`src/design/fcpo_pkg.sv`:
```
`default_nettype none
// ============================================================================
// fcpo_pkg
// Shared types and constants of the pixel output stage: action and register
// codes, screen-mode and raster-mode encodings, palette write word.
// ============================================================================
package fcpo_pkg;

    // Fixed field widths
    localparam int COORD_W     = 7;
    localparam int PIX_W       = 4;
    localparam int BYTE_W      = 8;
    localparam int PAL_ENTRIES = 16;
    localparam int CFG_IDX_W   = 3;

    // Input item actions
    typedef enum logic [2:0] {
        ACT_READ       = 3'd0,
        ACT_FRAME      = 3'd1,
        ACT_OVERLAY    = 3'd2,
        ACT_SCREEN_PAL = 3'd3,
        ACT_RASTER_PAL = 3'd4,
        ACT_RASTER_BIT = 3'd5
    } action_t;

    // Configuration register indexes
    typedef enum logic [CFG_IDX_W-1:0] {
        CFG_DISP_MODE      = 3'd0,
        CFG_RASTER_MODE    = 3'd1,
        CFG_OVERLAY_ENABLE = 3'd2,
        CFG_BOX_LEFT       = 3'd3,
        CFG_BOX_TOP        = 3'd4,
        CFG_BOX_RIGHT      = 3'd5,
        CFG_BOX_BOTTOM     = 3'd6
    } cfg_index_t;

    // Screen mode decoding
    localparam logic [7:0] ROT_MASK  = 8'hbc;
    localparam logic [7:0] ROT_CODE  = 8'h84;
    localparam logic [7:0] X_MASK    = 8'hbd;
    localparam logic [7:0] X_MIRROR  = 8'h05;
    localparam logic [7:0] X_STRETCH = 8'h01;
    localparam logic [7:0] X_FLIP    = 8'h81;
    localparam logic [7:0] Y_MASK    = 8'hbe;
    localparam logic [7:0] Y_MIRROR  = 8'h06;
    localparam logic [7:0] Y_STRETCH = 8'h02;
    localparam logic [7:0] Y_FLIP    = 8'h82;

    // Raster mode decoding and output mask
    localparam logic [7:0] RASTER_ALT       = 8'h10;
    localparam logic [7:0] RASTER_GRAD_MASK = 8'h30;
    localparam logic [7:0] COLOR_MASK       = 8'h8f;

    // Palette write word from pipeline stage 3
    typedef struct packed {
        logic              scr_we;
        logic              ras_we;
        logic [PIX_W-1:0]  pal_idx;
        logic [BYTE_W-1:0] data;
    } pal_wr_t;

endpackage
`default_nettype wire

```
`src/design/fcpo_shade.sv`:
```
`default_nettype none
// ============================================================================
// fcpo_shade
// Screen and raster palettes with the shading select: alternate palette,
// gradient palette or screen palette, masked to the legal color bits.
// ============================================================================
module fcpo_shade (
    input  wire logic                               clk,
    input  wire logic [7:0]                         raster_mode,
    input  wire fcpo_pkg::pal_wr_t                  pal_wr,
    input  wire logic [fcpo_pkg::PIX_W-1:0]         pixel,
    input  wire logic                               rbit,
    input  wire logic [fcpo_pkg::PIX_W-1:0]         grad,
    output logic      [fcpo_pkg::BYTE_W-1:0]        color
);

    logic [fcpo_pkg::BYTE_W-1:0] scr_pal_reg [fcpo_pkg::PAL_ENTRIES];
    logic [fcpo_pkg::BYTE_W-1:0] ras_pal_reg [fcpo_pkg::PAL_ENTRIES];

    logic                        use_ras;
    logic [fcpo_pkg::PIX_W-1:0]  pal_sel;
    logic [fcpo_pkg::PIX_W-1:0]  grad_idx;
    logic [fcpo_pkg::BYTE_W-1:0] entry;

    // Write palette entries
    always_ff @(posedge clk)
    begin
        if (pal_wr.scr_we)
        begin
            scr_pal_reg[pal_wr.pal_idx] <= pal_wr.data;
        end
        if (pal_wr.ras_we)
        begin
            ras_pal_reg[pal_wr.pal_idx] <= pal_wr.data;
        end
    end

    // Gradient index wraps within the palette
    assign grad_idx = grad + fcpo_pkg::PIX_W'(rbit);

    // Select palette and entry
    always_comb
    begin
        use_ras = 1'b0;
        pal_sel = pixel;
        if (raster_mode == fcpo_pkg::RASTER_ALT)
        begin
            use_ras = rbit;
        end
        else if ((raster_mode & fcpo_pkg::RASTER_GRAD_MASK) == fcpo_pkg::RASTER_GRAD_MASK)
        begin
            if (raster_mode[3:0] == pixel)
            begin
                use_ras = 1'b1;
                pal_sel = grad_idx;
            end
        end
    end

    assign entry = use_ras ? ras_pal_reg[pal_sel] : scr_pal_reg[pal_sel];
    assign color = entry & fcpo_pkg::COLOR_MASK;

endmodule
`default_nettype wire

```
`config.mk`:
```
export PLATFORM = sky130hd
export DESIGN_NAME = fcpo_shade
export DESIGN_NICKNAME = d
export VERILOG_FILES = /design/src/design/fcpo_pkg.sv /design/src/design/fcpo_shade.sv
export SDC_FILE = /design/constraint.sdc
export NUM_CORES = 1
export LEC_CHECK = 0
export BUFFER_PORTS_ARGS = -buffer_cell sky130_fd_sc_hd__buf_2
export CORE_ASPECT_RATIO = 0.7
export CORE_MARGIN = 10
export CORE_UTILIZATION = 53
export DETAILED_ROUTE_END_ITERATION = 10
export GPL_TIMING_DRIVEN = 0
export HOLD_SLACK_MARGIN = 0.08
export PLACE_DENSITY = 0.71
export REMOVE_ABC_BUFFERS = 1
export SLEW_MARGIN = 10
export SYNTH_ARGS = -nofsm -noshare
export SYNTH_HDL_FRONTEND = slang
export SYNTH_SLANG_ARGS = --single-unit
```
`constraint.sdc`:
```
create_clock -name clk -period 3.65 [get_ports clk]
set_input_delay 0.365 -clock clk [delete_from_list [all_inputs] [get_ports clk]]
set_output_delay 0.365 -clock clk [all_outputs]
set_load 0.02 [all_outputs]
```
==> results.md <==
- Switch Pwr: 0.966 mW
- Compound-cell area share of the yosys netlist: 0.111
- LEAKAGE: 2.72 nW
- Hold-fix buffers, CTS: 0
- Inserted Diodes: 0
- Synthesis-to-layout area growth: 14.1%
- Share of cells above drive strength 1: 0.188
- # setup viols final: 0
- Core ar.: 12,600 um2
- Drt pass-1 iters: 5
- Critical Path RT: 3280 ps
- Final Util: 0.630
- Fin nets: 548
- Multi-input gate area: 2120 um2
- Logic pwr share: 0.073
- Yosys reg bits: between 150 and 200
- Final Cycle Share: 0.977
- Clock Sinks: 160
- Chip width: 157 um
- Routed vias: 4,574
- CTS max path bufs: 2
- Yosys top cell area share: 0.688
- Cell area after layout: 7960 um2
- CTS Buf Count: 17
- Post-synthesis mux area share: 0.0215
- Startpoint Class: primary input
- GPL Wtd Cong: 0.955
- CTS Root Cell: clkbuf_16
- Status: finished clean
- Row cnt: 34
- Final Non-Filler Cells: between 600 and 700
- Cell Area, Placed: 7230 um2
- Synth unique cells: 53
- ANT nets after route: 0
- Synth top cells by count: edfxtp_1 (160), and3_1 (62), a211oi_1 (54)
- Post-DR wirelength/cell: 27.1 um
- H-tree depth: 4
- Fill count: ~940
- Worst Hold Class: in -> reg
- Clk slew on worst S/H paths: 70 ps
- Leading area contributor after synthesis: edfxtp_1
- Max-slew headroom: 0.338
- Max Clock Freq: about 280 MHz
- Total number of yosys warnings: 0
- Die height: 116 um
- Dpl cells: 650
- Critical path peak fanout: 9
- Via/cell ratio: around 6.6
- Sequential cell area: 4800 um2
- Final Hold Viols: 0
- Port Buf Inserts: 33
- Critical path class: in -> out
- Synth area leaders: edfxtp_1 (69%), a211oi_1 (5.8%), and3_1 (5.6%), a2111oi_0 (2.4%), mux2i_1 (2.2%)
- CTS tree: yes
- Io pins: 40
- Synthesized area: 6980 um2
- Synth Area in Adders: 0.00358
- Tmin final: about 3600 ps
- Sequential Power Share: 0.509
- Clk pwr share: 0.418
- Sequential element share of the synthesized area: 0.688
- Max-slew violations: 0
- Worst slew pin tran: 985 ps
- Initial antenna violation count: 0
- Max VDD drop: 0.000359 V
- RSZ-0062 raised after global routing: false
- Die footprint: 18,200 um2
- Critical path capture point type: output pin
- Worst EP arrival: 3200 ps
- Switch share: 0.238
- GRT Util Overall: 0.204
- Top-count cell post-synth: edfxtp_1
- Largest family of logic cells by synthesized area: simple AND/OR/NAND/NOR gates
- Number of global-route vias before repair: between 4,000 and 5,000
- Share of flip-flops with an asynchronous set or reset: 0
- Maxcap violations: 0
- Post-synth EDFFs: 160
- Syn Inst Count: 483
- Power density of the placed cells: 510 nW/um2
- Final hold slack: between 500 and 600 ps
- Int Pwr: 3.10 mW
- Synth Flop Type: edfxtp_1
- Initial core utilization: 0.553
- GR Overflow Total: 0
- First-pass GRT wire length: 27.3 mm
- Simple-gate share of the synthesized area: 0.136
- DRC viols: 0
- Drt initial violations: ~630
- Post-synthesis xor/xnor area fraction: 0.00968
- Pin count of the biggest net entering global routing: 44
- Syn avg cell area: 14.5 um2
- Detailed placement HPWL: around 12 mm
- Power Total: roughly 4 mW
- WL final: 18.6 mm
-- metrics by stage --
stage	setup WS (ps)	TNS [ps]
6_report	82.6	0
5_1_grt	8.03	0
4_1_cts	3.11	0
3_5_place_dp	-1020	-4880
3_3_place_gp	-2620	-12670
2_1_floorplan	-587	-1860
-- final cells by class --
| class | instances | area share |
|---|---|---|
| Clock buffer | 17 | 0.0534 |
| Clock inverter | 14 | 0.0167 |
| Inverter | 5 | 0.00236 |
| Multi-Input combinational cell | 290 | 0.266 |
| Sequential cell | 160 | 0.603 |
| Tap cell | 162 | 0.0255 |
| Timing Repair Buffer | 40 | 0.0330 |
-- path summary, 6_finish.rpt --
kind,startpoint,slack [ps],depth (start not counted),end
max,pixel[0],80,9,color[7]
min,pal_wr[2],500,1,ras_pal_reg[14][2]
-- critical path: stages --
cell and delay (ps):
buf_2 170, xnor2_2 210, and3_2 410, a21oi_2 160, o21ai_1 610, a211oi_1 130, a2111oi_0 640, and4_1 330
buf_2 170
-- power by group through the flow --
stage | Sequential (mW) | Combinational (mW) | Clock (mW)
floorplan | 2.10 | 0.139 | 0
global placement | 2.11 | 0.253 | 0
detailed placement | 2.11 | 0.266 | 0
CTS | 2.07 | 0.281 | 1.69
global route | 2.07 | 0.315 | 1.77
finish | 2.07 | 0.297 | 1.70
-- layout by cell type, fill, tap and decap left out, drive strengths merged, types with 2 or more instances in the layout --
cell type    n
clkbuf      17
ha           2
xnor2        5
edfxtp     160
a2111o       4
a2111oi     19
nand2       14
a21oi        4
nor4b        2
buf         40
nor2        39
or2          2
conb         3
nand3       15
clkinv       4
nand4        4
inv         10
nor2b        5
nand2b       4
o41ai        2
o21ai        6
nor4         8
and4         3
mux2i       15
a211oi      54
and3        63
clkinvlp     4
nor3         4
-- timing repair --
action,CTS,global route
buffers inserted,1,4
hold endpoints to repair,0,0
gates cloned,2,0
setup endpoints to repair,5,5
resized for setup,16,7
pin swaps,1,3
-- metal layers --
metal	up-vias	global-route usage	routed length [um]
li1	2007	-	-
met1	2223	0.287	7760
met2	313	0.292	8090
met3	31	0.0774	2510
met4	0	0.0522	267
met5	-	0	0
-- cells by family (layout without fill, tap and decap cells) --
logic type / after synthesis / in the layout
compound gates: 96 / 96
xor+xnor: 6 / 6
fa+ha+maj: 2 / 2
buf+inv: 37 / 76
flops: 160 / 160
mux: 15 / 15
other cells: 1 / 3
simple gates: 166 / 168
Note: power is estimated with default switching activity, not from simulation.
