## src/design/fcpo_pkg.sv

```systemverilog
`default_nettype none
// ============================================================================
// fcpo_pkg
// Shared types and constants of the pixel output stage: action and register
// codes, screen-mode and raster-mode encodings, palette write word.
// ============================================================================
package fcpo_pkg;

    // Fixed field widths
    localparam int COORD_W     = 7;
    localparam int PIX_W       = 4;
    localparam int BYTE_W      = 8;
    localparam int PAL_ENTRIES = 16;
    localparam int CFG_IDX_W   = 3;

    // Input item actions
    typedef enum logic [2:0] {
        ACT_READ       = 3'd0,
        ACT_FRAME      = 3'd1,
        ACT_OVERLAY    = 3'd2,
        ACT_SCREEN_PAL = 3'd3,
        ACT_RASTER_PAL = 3'd4,
        ACT_RASTER_BIT = 3'd5
    } action_t;

    // Configuration register indexes
    typedef enum logic [CFG_IDX_W-1:0] {
        CFG_DISP_MODE      = 3'd0,
        CFG_RASTER_MODE    = 3'd1,
        CFG_OVERLAY_ENABLE = 3'd2,
        CFG_BOX_LEFT       = 3'd3,
        CFG_BOX_TOP        = 3'd4,
        CFG_BOX_RIGHT      = 3'd5,
        CFG_BOX_BOTTOM     = 3'd6
    } cfg_index_t;

    // Screen mode decoding
    localparam logic [7:0] ROT_MASK  = 8'hbc;
    localparam logic [7:0] ROT_CODE  = 8'h84;
    localparam logic [7:0] X_MASK    = 8'hbd;
    localparam logic [7:0] X_MIRROR  = 8'h05;
    localparam logic [7:0] X_STRETCH = 8'h01;
    localparam logic [7:0] X_FLIP    = 8'h81;
    localparam logic [7:0] Y_MASK    = 8'hbe;
    localparam logic [7:0] Y_MIRROR  = 8'h06;
    localparam logic [7:0] Y_STRETCH = 8'h02;
    localparam logic [7:0] Y_FLIP    = 8'h82;

    // Raster mode decoding and output mask
    localparam logic [7:0] RASTER_ALT       = 8'h10;
    localparam logic [7:0] RASTER_GRAD_MASK = 8'h30;
    localparam logic [7:0] COLOR_MASK       = 8'h8f;

    // Palette write word from pipeline stage 3
    typedef struct packed {
        logic              scr_we;
        logic              ras_we;
        logic [PIX_W-1:0]  pal_idx;
        logic [BYTE_W-1:0] data;
    } pal_wr_t;

endpackage
`default_nettype wire

```

## src/design/fcpo_xform.sv

```systemverilog
`default_nettype none
// ============================================================================
// fcpo_xform
// Screen-mode coordinate transform: rotation, mirror, stretch and flip of a
// display position into a framebuffer position.
// ============================================================================
module fcpo_xform #(
    parameter int SCREEN_SIDE = 128,
    parameter int CW          = $clog2(SCREEN_SIDE)
) (
    input  wire logic [7:0]    disp_mode,
    input  wire logic [CW-1:0] x,
    input  wire logic [CW-1:0] y,
    output logic      [CW-1:0] sx,
    output logic      [CW-1:0] sy
);

    localparam logic [CW-1:0] TOP = CW'(SCREEN_SIDE - 1);

    // Fold the upper half of an axis back onto the lower half
    function automatic logic [CW-1:0] mirror_lo(input logic [CW-1:0] v);
        logic [CW-1:0] w;
        w = TOP - v;
        return (v < w) ? v : w;
    endfunction

    logic [7:0] mx;
    logic [7:0] my;

    assign mx = disp_mode & fcpo_pkg::X_MASK;
    assign my = disp_mode & fcpo_pkg::Y_MASK;

    // Pick rotation or the per-axis transforms
    always_comb
    begin
        logic [CW-1:0] tx;
        logic [CW-1:0] ty;
        tx = x;
        ty = y;
        if ((disp_mode & fcpo_pkg::ROT_MASK) == fcpo_pkg::ROT_CODE)
        begin
            if (disp_mode[0])
            begin
                tx = y;
                ty = x;
            end
            if (disp_mode[1])
            begin
                tx = TOP - tx;
            end
            // bit 1 of mode + 1
            if (disp_mode[1] ^ disp_mode[0])
            begin
                ty = TOP - ty;
            end
        end
        else
        begin
            if (mx == fcpo_pkg::X_MIRROR)
            begin
                tx = mirror_lo(x);
            end
            else if (mx == fcpo_pkg::X_STRETCH)
            begin
                tx = x >> 1;
            end
            else if (mx == fcpo_pkg::X_FLIP)
            begin
                tx = TOP - x;
            end
            if (my == fcpo_pkg::Y_MIRROR)
            begin
                ty = mirror_lo(y);
            end
            else if (my == fcpo_pkg::Y_STRETCH)
            begin
                ty = y >> 1;
            end
            else if (my == fcpo_pkg::Y_FLIP)
            begin
                ty = TOP - y;
            end
        end
        sx = tx;
        sy = ty;
    end

endmodule
`default_nettype wire

```

## config.mk

```make
export PLATFORM = sky130hd
export DESIGN_NAME = fcpo_xform
export DESIGN_NICKNAME = d
export VERILOG_FILES = /design/src/design/fcpo_pkg.sv /design/src/design/fcpo_xform.sv
export SDC_FILE = /design/constraint.sdc
export NUM_CORES = 1
export LEC_CHECK = 0
export ABC_AREA = 1
export BUFFER_PORTS_ARGS = -buffer_cell sky130_fd_sc_hd__buf_2
export CAP_MARGIN = 20
export CORE_ASPECT_RATIO = 0.6
export CORE_MARGIN = 10
export CORE_UTILIZATION = 56
export DETAILED_ROUTE_END_ITERATION = 16
export PLACE_DENSITY_LB_ADDON = 0.15
export SETUP_SLACK_MARGIN = 0.5
export SYNTH_ARGS = -nofsm -noshare
export SYNTH_HDL_FRONTEND = slang
export SYNTH_SLANG_ARGS = --single-unit
```

## constraint.sdc

```tcl
create_clock -name vclk -period 1.9
set_input_delay 0.38 -clock vclk [all_inputs]
set_output_delay 0.38 -clock vclk [all_outputs]
set_load 0.01 [all_outputs]
```

==> metrics.md, run 1 <==
| Metric | Value |
|---|---|
| Warning count from the yosys run | 0 |
| Setup slack after placement | -2.74 ps |
| Half-perimeter wire length after detailed placement | ~3 mm |
| Mapped cell area | between 0.001 and 0.0015 sq mm |
| Total I/O pin count | 36 |
| Run status | aborted with a tool error |
| Synthesized net count | approximately 260 |
| Starting density of the core | 0.625 |
| Number of gates resized after CTS | 53 |
| Proportion of netlist area held by the largest area contributor | 0.252 |
| Post-synthesis cell count | between 200 and 250 |
| Weighted congestion at the end of routability-driven global placement | around 0.93 |
| Vert. Die Dim | 56.2 um |
| Count of hold-fix buffers inserted at cts | 0 |
| Standard cell area after detailed placement | around 0.0015 sq mm |
| Buffer count from post-CTS setup fixing | 16 |
| Number of input and output port buffers inserted | 35 |
| Most frequent cell after synthesis | sky130_fd_sc_hd__nand2_1 |
| Number of library cell types mapped by synthesis | 25 |
| Average footprint of a synthesized cell | ~5.1 sq um |
| Area contributors post-synth | sky130_fd_sc_hd__nand2_1, sky130_fd_sc_hd__o21ai_0, sky130_fd_sc_hd__a21oi_1 |
| Stage reached | clock tree synthesis (4_1_cts) |
| Number of placement rows | 12 |
| Post-synth top cells | sky130_fd_sc_hd__nand2_1, sky130_fd_sc_hd__o21ai_0, sky130_fd_sc_hd__a21oi_1, sky130_fd_sc_hd__inv_1, sky130_fd_sc_hd__nand3_1 |
| Stop err | [ERROR DPL-0033] detailed placement checks failed during check placement. |
| Share of synthesized area occupied by flip-flops and latches | 0 |
| Biggest area consumer among synthesized cells | sky130_fd_sc_hd__nand2_1 |
| Die Span X | ~80 um |
-- cell families after synthesis --
group	after synthesis	share of synthesized area
AND/OR/NAND/NOR	125	0.474
AO/OA/AOI/OAI	62	0.271
buffers and inverters	34	0.141
XOR/XNOR	16	0.115
-- per-stage QoR --
stage | cells | util | TNS, ps
2_1_floorplan | 237 | - | 0
3_3_place_gp | 297 | 0.777 | 0
3_5_place_dp | 297 | 0.777 | -2.74
==> run 2: changes to the inputs <==
--- a/config.mk
+++ b/config.mk
@@ -8,12 +8,10 @@
 export ABC_AREA = 1
 export BUFFER_PORTS_ARGS = -buffer_cell sky130_fd_sc_hd__buf_2
 export CAP_MARGIN = 20
-export CORE_ASPECT_RATIO = 0.6
-export CORE_MARGIN = 10
-export CORE_UTILIZATION = 56
+export CORE_AREA = 10 10 71 73
 export DETAILED_ROUTE_END_ITERATION = 16
+export DIE_AREA = 0 0 81 83
 export PLACE_DENSITY_LB_ADDON = 0.15
-export SETUP_SLACK_MARGIN = 0.5
 export SYNTH_ARGS = -nofsm -noshare
 export SYNTH_HDL_FRONTEND = slang
 export SYNTH_SLANG_ARGS = --single-unit
==> run 2 against run 1 <==
The run now ends clean. Synthesized area stayed put. Synthesized cell count stayed put.
==> metrics.md, run 2 <==
| Metric | Value |
|---|---|
| Run status | finished, final reports clean |
| Detail Route Antenna Nets | 0 |
| Register cell area after layout | 0 sq um |
| Post-synthesis cell count | 237 |
| Diode count | 0 |
| Largest vdd supply drop | approximately 63 uV |
| Average routed wire per standard cell | 12.1 um |
| First-pass iteration count of the detailed router | 4 |
| Max cap viols | 0 |
| Min Hold Slack | between 1000 and 1500 ps |
| Net switching component of the power | 186 uW |
| Setup repair after global routing missed its margin | yes |
| DRC violation count after routing | 0 |
| Number of input and output port buffers inserted | 35 |
| Worst setup slack after layout | 55.2 ps |
| Power density relative to cell area | between 150 and 200 mW/mm^2 |
| Pin count of the biggest net entering global routing | 20 |
| Number of placement rows | 22 |
| Number of hold-slack violations in the final timing report | 0 |
| WS Path Type | input pin to output port |
| Number of pins with negative max-slew slack in the final report | 0 |
| Slew at the pin with the worst max-slew slack | around 350 ps |
| Power share of the sequential group | 0 |
| Die Span X | roughly 81 um |
| Area of the placeable core | roughly 0.0036 sq mm |
| Global-route wire length before repair | ~6.4 mm |
| Worst path required time | ~1500 ps |
| Mapped cell area | between 0.001 and 0.0015 sq mm |
| Warning count from the yosys run | 0 |
| Count of final setup violators | 0 |
| Average footprint of a synthesized cell | roughly 5.1 sq um |
| Post-layout min period | 1840 ps |
| Layout cells sized above 1 | 0.314 |
| Slew headroom | 0.768 |
| Most used cells in the layout excluding fill and tap cells | sky130_fd_sc_hd__nand2_1, sky130_fd_sc_hd__buf_2, sky130_fd_sc_hd__o21ai_0, sky130_fd_sc_hd__a21oi_1, sky130_fd_sc_hd__buf_4 |
| Total I/O pin count | 36 |
| Area contributors post-synth | sky130_fd_sc_hd__nand2_1, sky130_fd_sc_hd__o21ai_0, sky130_fd_sc_hd__a21oi_1 |
| Number of global-route vias before repair | between 1k and 1.5k |
| Drt via density | between 4 and 5 |
| Standard cell area after detailed placement | about 0.0015 sq mm |
| Leakage | 0.902 nW |
| Starting density of the core | 0.336 |
| Die outline area | ~0.0067 sq mm |
| Proportion of netlist area held by the largest area contributor | 0.252 |
| Worst EP arrival | roughly 1500 ps |
| Total Routing Usage GR | 0.107 |
| Final core utilization | 0.468 |
| Number of antenna violations at the first check in global routing | 0 |
| Achievable frequency | between 500 and 600 MHz |
| Setup TNS | 0 ps |
| Largest fanout on the critical path | 5 |
| Synthesized net count | 259 |
| Half-perimeter wire length after detailed placement | 3.07 mm |
| Biggest area consumer among synthesized cells | sky130_fd_sc_hd__nand2_1 |
| Setup slack after placement | -40.1 ps |
| Final-stage net count | about 310 |
| Switching share of total power | 0.578 |
| Share of synthesized area occupied by flip-flops and latches | 0 |
| Total wire length after detailed routing | 4.00 mm |
| Layout Area Growth over Synthesis | 39.5% |
| Worst min-delay path class | input pin to output port |
| Most frequent cell after synthesis | sky130_fd_sc_hd__nand2_1 |
| Crit end category | output port |
| Drt initial violations | 74 |
| Vert. Die Dim | slightly above 80 um |
| Area of all placed cells without fillers | between 0.0015 and 0.002 sq mm |
| Placed Instances | between 300 and 400 |
| Total number of vias | between 1.5k and 2k |
| Most common cell after layout, fill and taps aside | sky130_fd_sc_hd__nand2_1 |
| Clk network pwr share | 0 |
| Post-synth top cells | sky130_fd_sc_hd__nand2_1, sky130_fd_sc_hd__o21ai_0, sky130_fd_sc_hd__a21oi_1, sky130_fd_sc_hd__inv_1, sky130_fd_sc_hd__nand3_1 |
| Internal cell power | around 140 uW |
| Number of clock buffer instances in the layout | 0 |
| Number of library cell types mapped by synthesis | 25 |
| Final sequential cell count | 0 |
| Part of the total power dissipated in combinational logic | 1.000 |
| Count of hold-fix buffers inserted at cts | 0 |
| Startpoint types | input pin |
| Global-route congestion overflow total | 0 |
| Period Utilization, post-route | 0.971 |
| Weighted congestion at the end of routability-driven global placement | ~0.8 |
| Total design power | 321 uW |
| Final Non-Filler Cells | 331 |
run 2: power by group through the flow:
stage	Sequential [mW]	Clock (mW)	Combinational (mW)
after floorplan	0	0	0.181
after global placement	0	0	0.280
after detailed placement	0	0	0.281
after CTS	0	0	0.284
after global routing	0	0	0.359
final	0	0	0.321
run 2: layout make-up:
cell class | count | area (sq um)
Fill cell | 404 | 1930
Inverter | 21 | 81.3
Multi-Input combinational cell | 204 | 1120
Tap cell | 48 | 60.1
Timing Repair Buffer | 58 | 442
run 2: what timing repair did:
item,CTS,global route
endpoints found under the setup margin,6,14
gates resized for setup,2,26
pin swaps,0,10
setup buffers,0,8
gates cloned,0,1
run 2: metal layers:
metal / routed length, um / GRT usage
met1: 1980 / 0.156
met2: 1770 / 0.169
met3: 231 / 0.0119
met4: 23 / 0.00626
met5: 0 / 0
run 2: cells by family (layout without fill, tap and decap cells):
kind of cell,Yosys count,count (layout),synth area share
buffers and inverters,34,79,0.141
xor gates and xnor gates,16,16,0.115
AOI/OAI and AO/OA,62,62,0.271
and+or+nand+nor,125,126,0.474
run 2: worst paths after layout:
kind	from	end	slack (ps)	cells after the start
setup / recovery	disp_mode[7]	sx[6]	60	9
hold / removal	disp_mode[1]	sy[6]	1160	4
run 2: worst max-delay path: stages:
cell	delay, ps
sky130_fd_sc_hd__buf_2	120
sky130_fd_sc_hd__inv_2	60
sky130_fd_sc_hd__nor2_8	170
sky130_fd_sc_hd__nand3_4	130
sky130_fd_sc_hd__buf_4	160
sky130_fd_sc_hd__a21oi_1	110
sky130_fd_sc_hd__o21ai_0	110
sky130_fd_sc_hd__o21ai_1	80
sky130_fd_sc_hd__buf_2	140
Note: power is estimated with default switching activity, not from simulation.
